File: src/design/pos_pkg.sv
// Package: payload types and CORDIC constants for the polyline offset stream.
package pos_pkg;

  typedef struct packed {
    logic signed [15:0] point_x;
    logic signed [15:0] point_y;
    logic               last_point;
  } pos_in_t;

  typedef struct packed {
    logic signed [15:0] out_x;
    logic signed [15:0] out_y;
    logic               out_last;
  } pos_out_t;

  // Command from front to back.
  typedef struct packed {
    logic               pass;      // emit as is
    logic               is_last;
    logic               do_mean;   // held vertex uses mean of prev and new normal
    logic               emit_held;
    logic               emit_new;
    logic signed [15:0] hx;
    logic signed [15:0] hy;
    logic signed [15:0] px;
    logic signed [15:0] py;
    logic signed [10:0] distance;
  } pos_cmd_t;

  localparam int CordicSteps = 30;
  localparam logic [63:0] CordicStart = 64'd652032874;

  function automatic logic [31:0] atan_entry(input logic [4:0] i);
    logic [31:0] r;
    case (i)
      5'd0: r = 32'h20000000;  5'd1: r = 32'h12E4051E;  5'd2: r = 32'h09FB385B;
      5'd3: r = 32'h051111D4;  5'd4: r = 32'h028B0D43;  5'd5: r = 32'h0145D7E1;
      5'd6: r = 32'h00A2F61E;  5'd7: r = 32'h00517C55;  5'd8: r = 32'h0028BE53;
      5'd9: r = 32'h00145F2F;  5'd10: r = 32'h000A2F98; 5'd11: r = 32'h000517CC;
      5'd12: r = 32'h00028BE6; 5'd13: r = 32'h000145F3; 5'd14: r = 32'h0000A2FA;
      5'd15: r = 32'h0000517D; 5'd16: r = 32'h000028BE; 5'd17: r = 32'h0000145F;
      5'd18: r = 32'h00000A30; 5'd19: r = 32'h00000518; 5'd20: r = 32'h0000028C;
      5'd21: r = 32'h00000146; 5'd22: r = 32'h000000A3; 5'd23: r = 32'h00000051;
      5'd24: r = 32'h00000029; 5'd25: r = 32'h00000014; 5'd26: r = 32'h0000000A;
      5'd27: r = 32'h00000005; 5'd28: r = 32'h00000003; 5'd29: r = 32'h00000001;
      default: r = 32'h0;
    endcase
    return r;
  endfunction

endpackage

File: src/design/polyline_offset_stream_unit.sv
// Top level: polyline parallel offset over front, queue and back.
// A vertex that needs offsetting holds the shared CORDIC unit for a 30-step atan2,
// then, for each of its one or two results, a setup step plus 30 cos/sin steps,
// multiply and output; a zero-length segment skips atan2. Pass-through and
// single-vertex items go straight to the output stage, and the opening vertex of
// a path is only held in the front. A two-entry command queue lets the front run
// ahead; full is high while it is full, and the back end stalls in its output
// stage while a result waits for pop.
module polyline_offset_stream_unit #(
  parameter int ANGLE_BITS = 16
) (
  input  logic               clk,
  input  logic               rst,
  input  logic               push,
  output logic               full,
  input  pos_pkg::pos_in_t   in_item,
  output logic               empty,
  input  logic               pop,
  output pos_pkg::pos_out_t  out_item,
  input  logic               cfg_valid,
  output logic               cfg_ready,
  input  logic signed [10:0] cfg_data
);
  import pos_pkg::*;

  logic signed [10:0] shift_distance;
  logic f_valid, f_ready, b_valid, b_ready;
  pos_cmd_t f_cmd, b_cmd;

  assign cfg_ready = 1'b1;
  always_ff @(posedge clk) begin
    if (rst) shift_distance <= '0;
    else if (cfg_valid) shift_distance <= cfg_data;
  end

  pos_front u_front (.clk, .rst, .push, .full, .in_item, .distance(shift_distance),
    .cmd_valid(f_valid), .cmd_ready(f_ready), .cmd(f_cmd));
  pos_queue u_queue (.clk, .rst, .in_valid(f_valid), .in_ready(f_ready),
    .in_cmd(f_cmd), .out_valid(b_valid), .out_ready(b_ready), .out_cmd(b_cmd));
  pos_back #(.ANGLE_BITS(ANGLE_BITS)) u_back (.clk, .rst, .cmd_valid(b_valid),
    .cmd_ready(b_ready), .cmd(b_cmd), .empty, .pop, .res(out_item));
endmodule

File: src/design/pos_front.sv
// Front end: takes vertices, tracks path phase, issues commands to the queue.
module pos_front (
  input  logic             clk,
  input  logic             rst,
  input  logic             push,
  output logic             full,
  input  pos_pkg::pos_in_t in_item,
  input  logic signed [10:0] distance,
  output logic             cmd_valid,
  input  logic             cmd_ready,
  output pos_pkg::pos_cmd_t cmd
);
  import pos_pkg::*;

  logic [1:0] phase;
  logic signed [15:0] held_x, held_y;
  logic acc;
  logic need;

  // opening vertex of a path is only held, nothing goes to the back end, unless it is last or distance is 0
  assign need = (phase != 2'd0) || in_item.last_point || (distance == '0);
  assign full = !cmd_ready;
  assign cmd_valid = push && need;
  assign acc = push && cmd_ready;

  always_comb begin
    cmd.pass      = (distance == '0) || (phase == 2'd0);
    cmd.is_last   = in_item.last_point;
    cmd.do_mean   = (phase == 2'd2);
    cmd.emit_held = (phase != 2'd0);
    cmd.emit_new  = in_item.last_point || (distance == '0);
    cmd.hx        = held_x;
    cmd.hy        = held_y;
    cmd.px        = in_item.point_x;
    cmd.py        = in_item.point_y;
    cmd.distance  = distance;
  end

  always_ff @(posedge clk) begin
    if (rst) begin
      phase <= 2'd0;
    end else if (acc) begin
      if (distance == '0 || in_item.last_point) begin
        phase <= 2'd0;
      end else begin
        phase <= (phase == 2'd0) ? 2'd1 : 2'd2;
      end
    end
  end

  always_ff @(posedge clk) begin
    if (acc) begin
      held_x <= in_item.point_x;
      held_y <= in_item.point_y;
    end
  end
endmodule

File: src/design/pos_queue.sv
// Two-entry command queue between front and back.
module pos_queue (
  input  logic              clk,
  input  logic              rst,
  input  logic              in_valid,
  output logic              in_ready,
  input  pos_pkg::pos_cmd_t in_cmd,
  output logic              out_valid,
  input  logic              out_ready,
  output pos_pkg::pos_cmd_t out_cmd
);
  import pos_pkg::*;

  pos_cmd_t slot [2];
  logic wp, rp;
  logic [1:0] count;

  assign in_ready = (count != 2'd2);
  assign out_valid = (count != 2'd0);
  assign out_cmd = slot[rp];

  always_ff @(posedge clk) begin
    if (rst) begin
      wp <= 1'b0;
      rp <= 1'b0;
      count <= 2'd0;
    end else begin
      if (in_valid && in_ready) wp <= !wp;
      if (out_valid && out_ready) rp <= !rp;
      count <= count + 2'(in_valid && in_ready) - 2'(out_valid && out_ready);
    end
  end

  always_ff @(posedge clk) begin
    if (in_valid && in_ready) slot[wp] <= in_cmd;
  end
endmodule

File: src/design/pos_back.sv
// Back end: CORDIC atan2 and cos/sin, offset and output register.
module pos_back #(
  parameter int ANGLE_BITS = 16
) (
  input  logic              clk,
  input  logic              rst,
  input  logic              cmd_valid,
  output logic              cmd_ready,
  input  pos_pkg::pos_cmd_t cmd,
  output logic              empty,
  input  logic              pop,
  output pos_pkg::pos_out_t res
);
  import pos_pkg::*;

  typedef enum logic [6:0] {
    S_IDLE = 7'b0000001,
    S_VEC  = 7'b0000010,
    S_ROT  = 7'b0000100,
    S_MUL  = 7'b0001000,
    S_OUT  = 7'b0010000,
    S_WAIT = 7'b0100000,
    S_NEXT = 7'b1000000
  } state_t;

  state_t state;
  pos_cmd_t c;
  logic signed [63:0] x, y, zs;
  logic [31:0] z;
  logic [4:0] step;
  logic [ANGLE_BITS-1:0] prev_n, n_ang, ang;
  logic second;  // working on the new vertex
  logic flip;
  logic signed [15:0] cq, sq;
  logic signed [31:0] mx, my;
  logic out_full, out_full_next;
  logic emit;
  logic signed [63:0] xs, ys;
  logic [31:0] at;
  logic [ANGLE_BITS-1:0] d, half, nz, mean;
  logic [31:0] u;
  logic signed [16:0] dx0, dy0;

  assign xs = x >>> step;
  assign ys = y >>> step;
  assign at = atan_entry(step);
  assign cmd_ready = (state == S_IDLE);
  assign empty = !out_full;
  assign dx0 = 17'(cmd.px) - 17'(cmd.hx);
  assign dy0 = 17'(cmd.py) - 17'(cmd.hy);
  assign emit = (state == S_OUT) && (!out_full || pop);

  function automatic logic signed [15:0] rq15(input logic signed [63:0] v);
    logic signed [63:0] r;
    if (v >= 0) r = (v + 64'sd16384) >>> 15;
    else r = -((-v + 64'sd16384) >>> 15);
    if (r > 64'sd32767) return 16'sd32767;
    if (r < -64'sd32768) return -16'sd32768;
    return r[15:0];
  endfunction

  function automatic logic signed [15:0] sat(input logic signed [17:0] v);
    if (v > 18'sd32767) return 16'sd32767;
    if (v < -18'sd32768) return -16'sd32768;
    return v[15:0];
  endfunction

  assign cq = rq15(flip ? -x : x);
  assign sq = rq15(flip ? -y : y);

  always_comb begin
    out_full_next = out_full;
    if (pop && out_full) out_full_next = 1'b0;
    if (emit) out_full_next = 1'b1;
  end

  always_comb begin
    nz = ANGLE_BITS'((z + (32'd1 << (31 - ANGLE_BITS))) >> (32 - ANGLE_BITS))
         + (ANGLE_BITS'(1) << (ANGLE_BITS - 2));
    d = nz - prev_n;
    half = {d[ANGLE_BITS-1], d[ANGLE_BITS-1:1]};
    mean = prev_n + half;
    u = 32'(ang) << (32 - ANGLE_BITS);
  end

  logic signed [17:0] ox, oy;
  logic signed [15:0] bx, by;
  logic signed [31:0] rmx, rmy;
  always_comb begin
    rmx = (mx >= 0) ? ((mx + 32'sd16384) >>> 15) : -((-mx + 32'sd16384) >>> 15);
    rmy = (my >= 0) ? ((my + 32'sd16384) >>> 15) : -((-my + 32'sd16384) >>> 15);
    bx = second ? c.px : c.hx;
    by = second ? c.py : c.hy;
    ox = 18'(bx) + 18'(rmx);
    oy = 18'(by) + 18'(rmy);
  end

  always_ff @(posedge clk) begin
    if (rst) begin
      state <= S_IDLE;
      out_full <= 1'b0;
      prev_n <= '0;
    end else begin
      out_full <= out_full_next;
      unique case (state)
        S_IDLE: if (cmd_valid) begin
          c <= cmd;
          second <= !cmd.emit_held;
          if (cmd.pass) begin
            state <= S_OUT;
          end else if (dx0 == '0 && dy0 == '0) begin
            // zero-length segment: direction is angle 0
            z <= 32'd0;
            state <= S_NEXT;
          end else if (dx0 < 0) begin
            x <= -(64'(dx0) * 64'sd4096);
            y <= -(64'(dy0) * 64'sd4096);
            z <= 32'h80000000;
            step <= 5'd0;
            state <= S_VEC;
          end else begin
            x <= 64'(dx0) * 64'sd4096;
            y <= 64'(dy0) * 64'sd4096;
            z <= 32'd0;
            step <= 5'd0;
            state <= S_VEC;
          end
        end
        S_VEC: begin
          if (y > 0) begin
            x <= x + ys; y <= y - xs; z <= z + at;
          end else begin
            x <= x - ys; y <= y + xs; z <= z - at;
          end
          if (step == 5'(CordicSteps - 1)) state <= S_NEXT;
          step <= step + 5'd1;
        end
        S_NEXT: begin
          n_ang <= nz;
          ang <= c.do_mean ? mean : nz;
          if (!c.is_last) prev_n <= nz;
          state <= S_ROT;
          x <= 64'(CordicStart);
          y <= '0;
          step <= 5'd31;
        end
        S_ROT: begin
          if (step == 5'd31) begin
            if (u >= 32'h40000000 && u < 32'hC0000000) begin
              zs <= 64'(signed'(u - 32'h80000000));
              flip <= 1'b1;
            end else begin
              zs <= 64'(signed'(u));
              flip <= 1'b0;
            end
            step <= 5'd0;
          end else begin
            if (zs >= 0) begin
              x <= x - ys; y <= y + xs; zs <= zs - 64'(at);
            end else begin
              x <= x + ys; y <= y - xs; zs <= zs + 64'(at);
            end
            if (step == 5'(CordicSteps - 1)) state <= S_MUL;
            step <= step + 5'd1;
          end
        end
        S_MUL: begin
          mx <= 32'(c.distance) * 32'(cq);
          my <= 32'(c.distance) * 32'(sq);
          state <= S_OUT;
        end
        S_OUT: if (emit) begin
          if (c.pass) begin
            res.out_x <= bx; res.out_y <= by;
          end else begin
            res.out_x <= sat(ox); res.out_y <= sat(oy);
          end
          res.out_last <= second && c.is_last;
          if (!second && c.emit_new) begin
            second <= 1'b1;
            if (!c.pass) begin
              ang <= n_ang;
              x <= 64'(CordicStart); y <= '0; step <= 5'd31;
              state <= S_ROT;
            end
          end else begin
            state <= S_WAIT;
          end
        end
        S_WAIT: state <= S_IDLE;
        default: state <= S_IDLE;
      endcase
    end
  end

`ifndef SYNTHESIS
  a_out_hold: assert property (@(posedge clk) disable iff (rst)
    out_full && !pop |=> out_full) else $error("result dropped");
  a_take: assert property (@(posedge clk) disable iff (rst)
    cmd_ready && cmd_valid |=> !cmd_ready) else $error("double take");
  a_onehot: assert property (@(posedge clk) disable iff (rst)
    $onehot(state)) else $error("state code");
`endif
endmodule
File: config.mk
export PLATFORM = sky130hd
export DESIGN_NAME = polyline_offset_stream_unit
export DESIGN_NICKNAME = d
export VERILOG_FILES = /design/src/design/pos_pkg.sv /design/src/design/polyline_offset_stream_unit.sv /design/src/design/pos_front.sv /design/src/design/pos_queue.sv /design/src/design/pos_back.sv
export SDC_FILE = /design/constraint.sdc
export NUM_CORES = 2
export LEC_CHECK = 0
export BUFFER_PORTS_ARGS = -buffer_cell sky130_fd_sc_hd__buf_2
export CAP_MARGIN = 20
export CORE_MARGIN = 8
export CORE_UTILIZATION = 67
export CTS_CLUSTER_SIZE = 12
export DETAILED_ROUTE_END_ITERATION = 16
export PLACE_DENSITY = 0.83
export REMOVE_ABC_BUFFERS = 1
export SYNTH_ARGS = -nofsm -noshare
export SYNTH_HDL_FRONTEND = slang
export SYNTH_SLANG_ARGS = --single-unit
File: constraint.sdc
create_clock -name clk -period 16.25 [get_ports clk]
set_clock_uncertainty 0.15 [all_clocks]
set_input_delay 1.625 -clock clk [delete_from_list [all_inputs] [get_ports clk]]
set_output_delay 1.625 -clock clk [all_outputs]
set_load 0.02 [all_outputs]
==> reports/results.txt <==
Final Hold Fails: 0
Top_reg_cell synth: edfxtp_1
Required @ worst endpoint: 16580 ps
DRT Wirelength: 307 mm
Syn Std Cell Area: 89300 um^2
Worst R2R Start: u_back.x[2]
Critical Path Most Common Cell: o21ai_0
WL met3: 38.8 mm
Relative slew slack: 0.164
Vias per cell: 7.12
DP HPWL: 229 mm
Cell count after synthesis: 10800
Crit path DAT: 15800 ps
First-pass DRT Iterations: 8
GR Util All Layers: 0.401
RSZ-0062 raised after global routing: no
Global-route wire length before repair: 470 mm
Crit-path max cell delay: 820 ps
Die H: 381 um
Area Overhead vs Synth: 4.33%
Share of cells above drive strength 1: 0.0837
CP Launch Type: flip-flop
Outcome: finished, final reports clean
Fmax: 64.7 MHz
Tcrit/Tclk final: 0.952
Hold worst-path end: u_queue.slot[0][56]
Final net count: 11400
Clk slew on worst S/H paths: 60 ps
WHS: 289 ps
Hold buffers post-CTS: 0
FP Rows: 134
Post-synth EDFFs: 621
Worst-margin pin slew: 1240 ps
Grt ovf: 0
Max stage delay cell, worst path: nand4_1
Clock Latency Late Sink: 730 ps
Setup violations, final: 0
Max clock buf depth: 3
CTS H-tree lvls: 3
Post-synth ARST share: 0
M1 WL: 115 mm
Netlist cell types: 115
Chip Width: 381 um
Routed len/inst: 25.2 um
Port bufs: 83
Slew Limit Fails: 0
CTS buffer count: 81
CP Capture Type: flip-flop
Met2 wire length: 133 mm
Crit path launch: u_back.x[2]
Vias: 86900
Vias in the first global route: 82800
Fin crit period: 15460 ps
Antenna violations before repair: 5
CTS Sinks: 693
RR Endpoint: u_back.mx[24]
Worst Path Max Fanout: 29
Cell count of the worst reg-to-reg path: 45
Core ar.: 133000 um^2
Avg Cell Area, Syn: 8.29 um^2
Synthesized flop and latch total: 693
FILL cells: 10500
Full die area: 145000 um^2
Ports: 85
TritonCTS clock tree: built
Synth Warn #: 0
R2r setup slk: 790 ps
WS Path Type: flip-flop to flip-flop
Hold depth: 0
Residual DRC: 0
Hold Crit Class: flip-flop to flip-flop
Worst min-delay path startpoint: u_front.held_y[13]
Pin count of the biggest net entering global routing: 130
Highest metal used: met4
MaxCap Viol Count: 0
GP Congestion: 1.02
Root Buffer: clkbuf_16
Initial core utilization: 0.672
Sequential area share after synthesis: 0.225
Routed Antenna Nets: 0
Initial DRC count: 12400
[placed cells by master (no fill, tap or decap), types with 48 or more instances in the layout]
cell type and n:
a211oi_1 90, a21o_1 149, a21oi_1 677, a221oi_1 82, a311oi_1 75, a31oi_1 116, and2_1 54, and3_1 105
and4_1 103, buf_2 83, buf_4 149, clkbuf_16 85, dfxtp_1 71, edfxtp_1 621, fa_1 336, ha_1 595
inv_1 878, mux2_2 184, mux2i_1 198, mux4_2 88, nand2_1 919, nand2b_1 82, nand3_1 402, nand4_1 218
nor2_1 801, nor2b_1 96, nor3_1 269, nor4_1 127, o211ai_1 105, o21a_1 87, o21ai_0 598, o21ai_1 77
o21bai_1 104, o22ai_1 84, o31ai_1 87, or2_2 48, or3_1 110, or4_1 56, xnor2_1 367, xor2_1 212
[timing repair]
action,CTS,global route
gates resized for setup,0,3
setup endpoints to repair,0,2
buffers inserted,0,2
[synth_stat cells (all sizes together) (39+ instances only)]
library cell | count | area, um^2
a211oi | 93 | 713
a21boi | 53 | 398
a21o | 149 | 1120
a21oi | 680 | 3400
a221oi | 83 | 733
a311oi | 76 | 672
a31oi | 119 | 757
and2 | 58 | 363
and3 | 105 | 657
and4 | 103 | 902
buf | 189 | 1010
clkbuf | 539 | 2020
dfxtp | 72 | 1440
edfxtp | 621 | 18600
fa | 336 | 6730
ha | 596 | 7460
inv | 883 | 3310
mux2 | 184 | 2070
mux2i | 199 | 1990
mux4 | 88 | 1980
nand2 | 920 | 3460
nand2b | 82 | 513
nand3 | 407 | 2050
nand3b | 39 | 293
nand4 | 224 | 1450
nor2 | 808 | 3050
nor2b | 98 | 613
nor3 | 288 | 1540
nor4 | 151 | 1180
o211ai | 106 | 801
o21a | 87 | 653
o21ai | 676 | 3380
o21bai | 105 | 788
o22ai | 85 | 532
o31ai | 89 | 696
o41ai | 51 | 518
or2 | 51 | 319
or3 | 110 | 688
or4 | 62 | 488
xnor2 | 379 | 3320
xor2 | 217 | 1920
[worst max-delay path, delay by kind of cell, from the launching register on]
kind	cells	cell delay (ps)
AO/OA/AOI/OAI	22	6460
flip-flops	1	550
AND/OR/NAND/NOR	11	4340
buffers and inverters	3	490
XOR/XNOR	2	450
adder cells (fa/ha/maj)	7	2780
[metal layers]
metal	track usage	up-vias
li1	-	38700
met1	0.517	41400
met2	0.608	5493
met3	0.114	1227
met4	0.222	0
met5	0	-
[state kept, by name, summed over array words and instances (netlist names), 5 cells and up, named ones only]
name / count
u_back.y: 64
u_back.zs: 64
u_back.x: 64
u_back.prev_n: 16
u_back.n_ang: 16
shift_distance: 11
u_front.held_x: 16
u_back.state: 7
u_back.mx: 27
u_back.my: 27
u_queue.slot: 160
u_back.at: 30
u_back.z: 32
u_back.c: 79
u_back.ang: 16
u_back.step: 5
u_front.held_y: 16
u_back.res: 33
[how the worst max path moves through the flow]
stage | endpoint | slack (ps) | cells past startpoint
after floorplan | u_back.my[30] | -4980 | 42
after global placement | u_back.my[30] | 1570 | 41
after detailed placement | u_back.my[30] | 1160 | 39
after CTS | u_back.my[30] | 1120 | 39
after global routing | u_back.mx[24] | 100 | 45
final | u_back.mx[24] | 790 | 45
[per-stage QoR]
step / std cells / setup slack [ps] / TNS (ps) / utilization / instance area, um^2
floorplan: 10000 / -4980 / -110520 / - / 86300
global placement: 12000 / 1570 / 0 / 0.680 / 90300
finish: 12200 / 787 / 0 / 0.701 / 93100
detailed placement: 12000 / 1160 / 0 / 0.680 / 90300
global route: 12200 / 99.1 / 0 / 0.701 / 93100
CTS: 12200 / 1120 / 0 / 0.700 / 92900
[final cells by class]
class / count / area, um^2 / share of cell area
diodes: 2 / 5.00 / 0.0000537
clock buffers: 119 / 2320 / 0.0249
clock inverters: 23 / 294 / 0.00316
inverters: 889 / 3340 / 0.0359
multi-input cells: 8465 / 63200 / 0.678
flip-flops and latches: 693 / 20100 / 0.216
well taps: 1768 / 2210 / 0.0237
repair buffers: 243 / 1720 / 0.0185
[cells by family after synthesis]
| family | share of synthesized area |
|---|---|
| other | 0.0000420 |
| AOI/OAI and AO/OA | 0.213 |
| and+or+nand+nor | 0.205 |
| DFF | 0.225 |
| buffers and inverters | 0.0713 |
| muxes | 0.0677 |
| adders and majority gates | 0.159 |
| xor gates and xnor gates | 0.0587 |
Power is left out: the tool's default activity adds up to more than one toggle a clock period on the data nets, which glitch-free logic cannot reach.
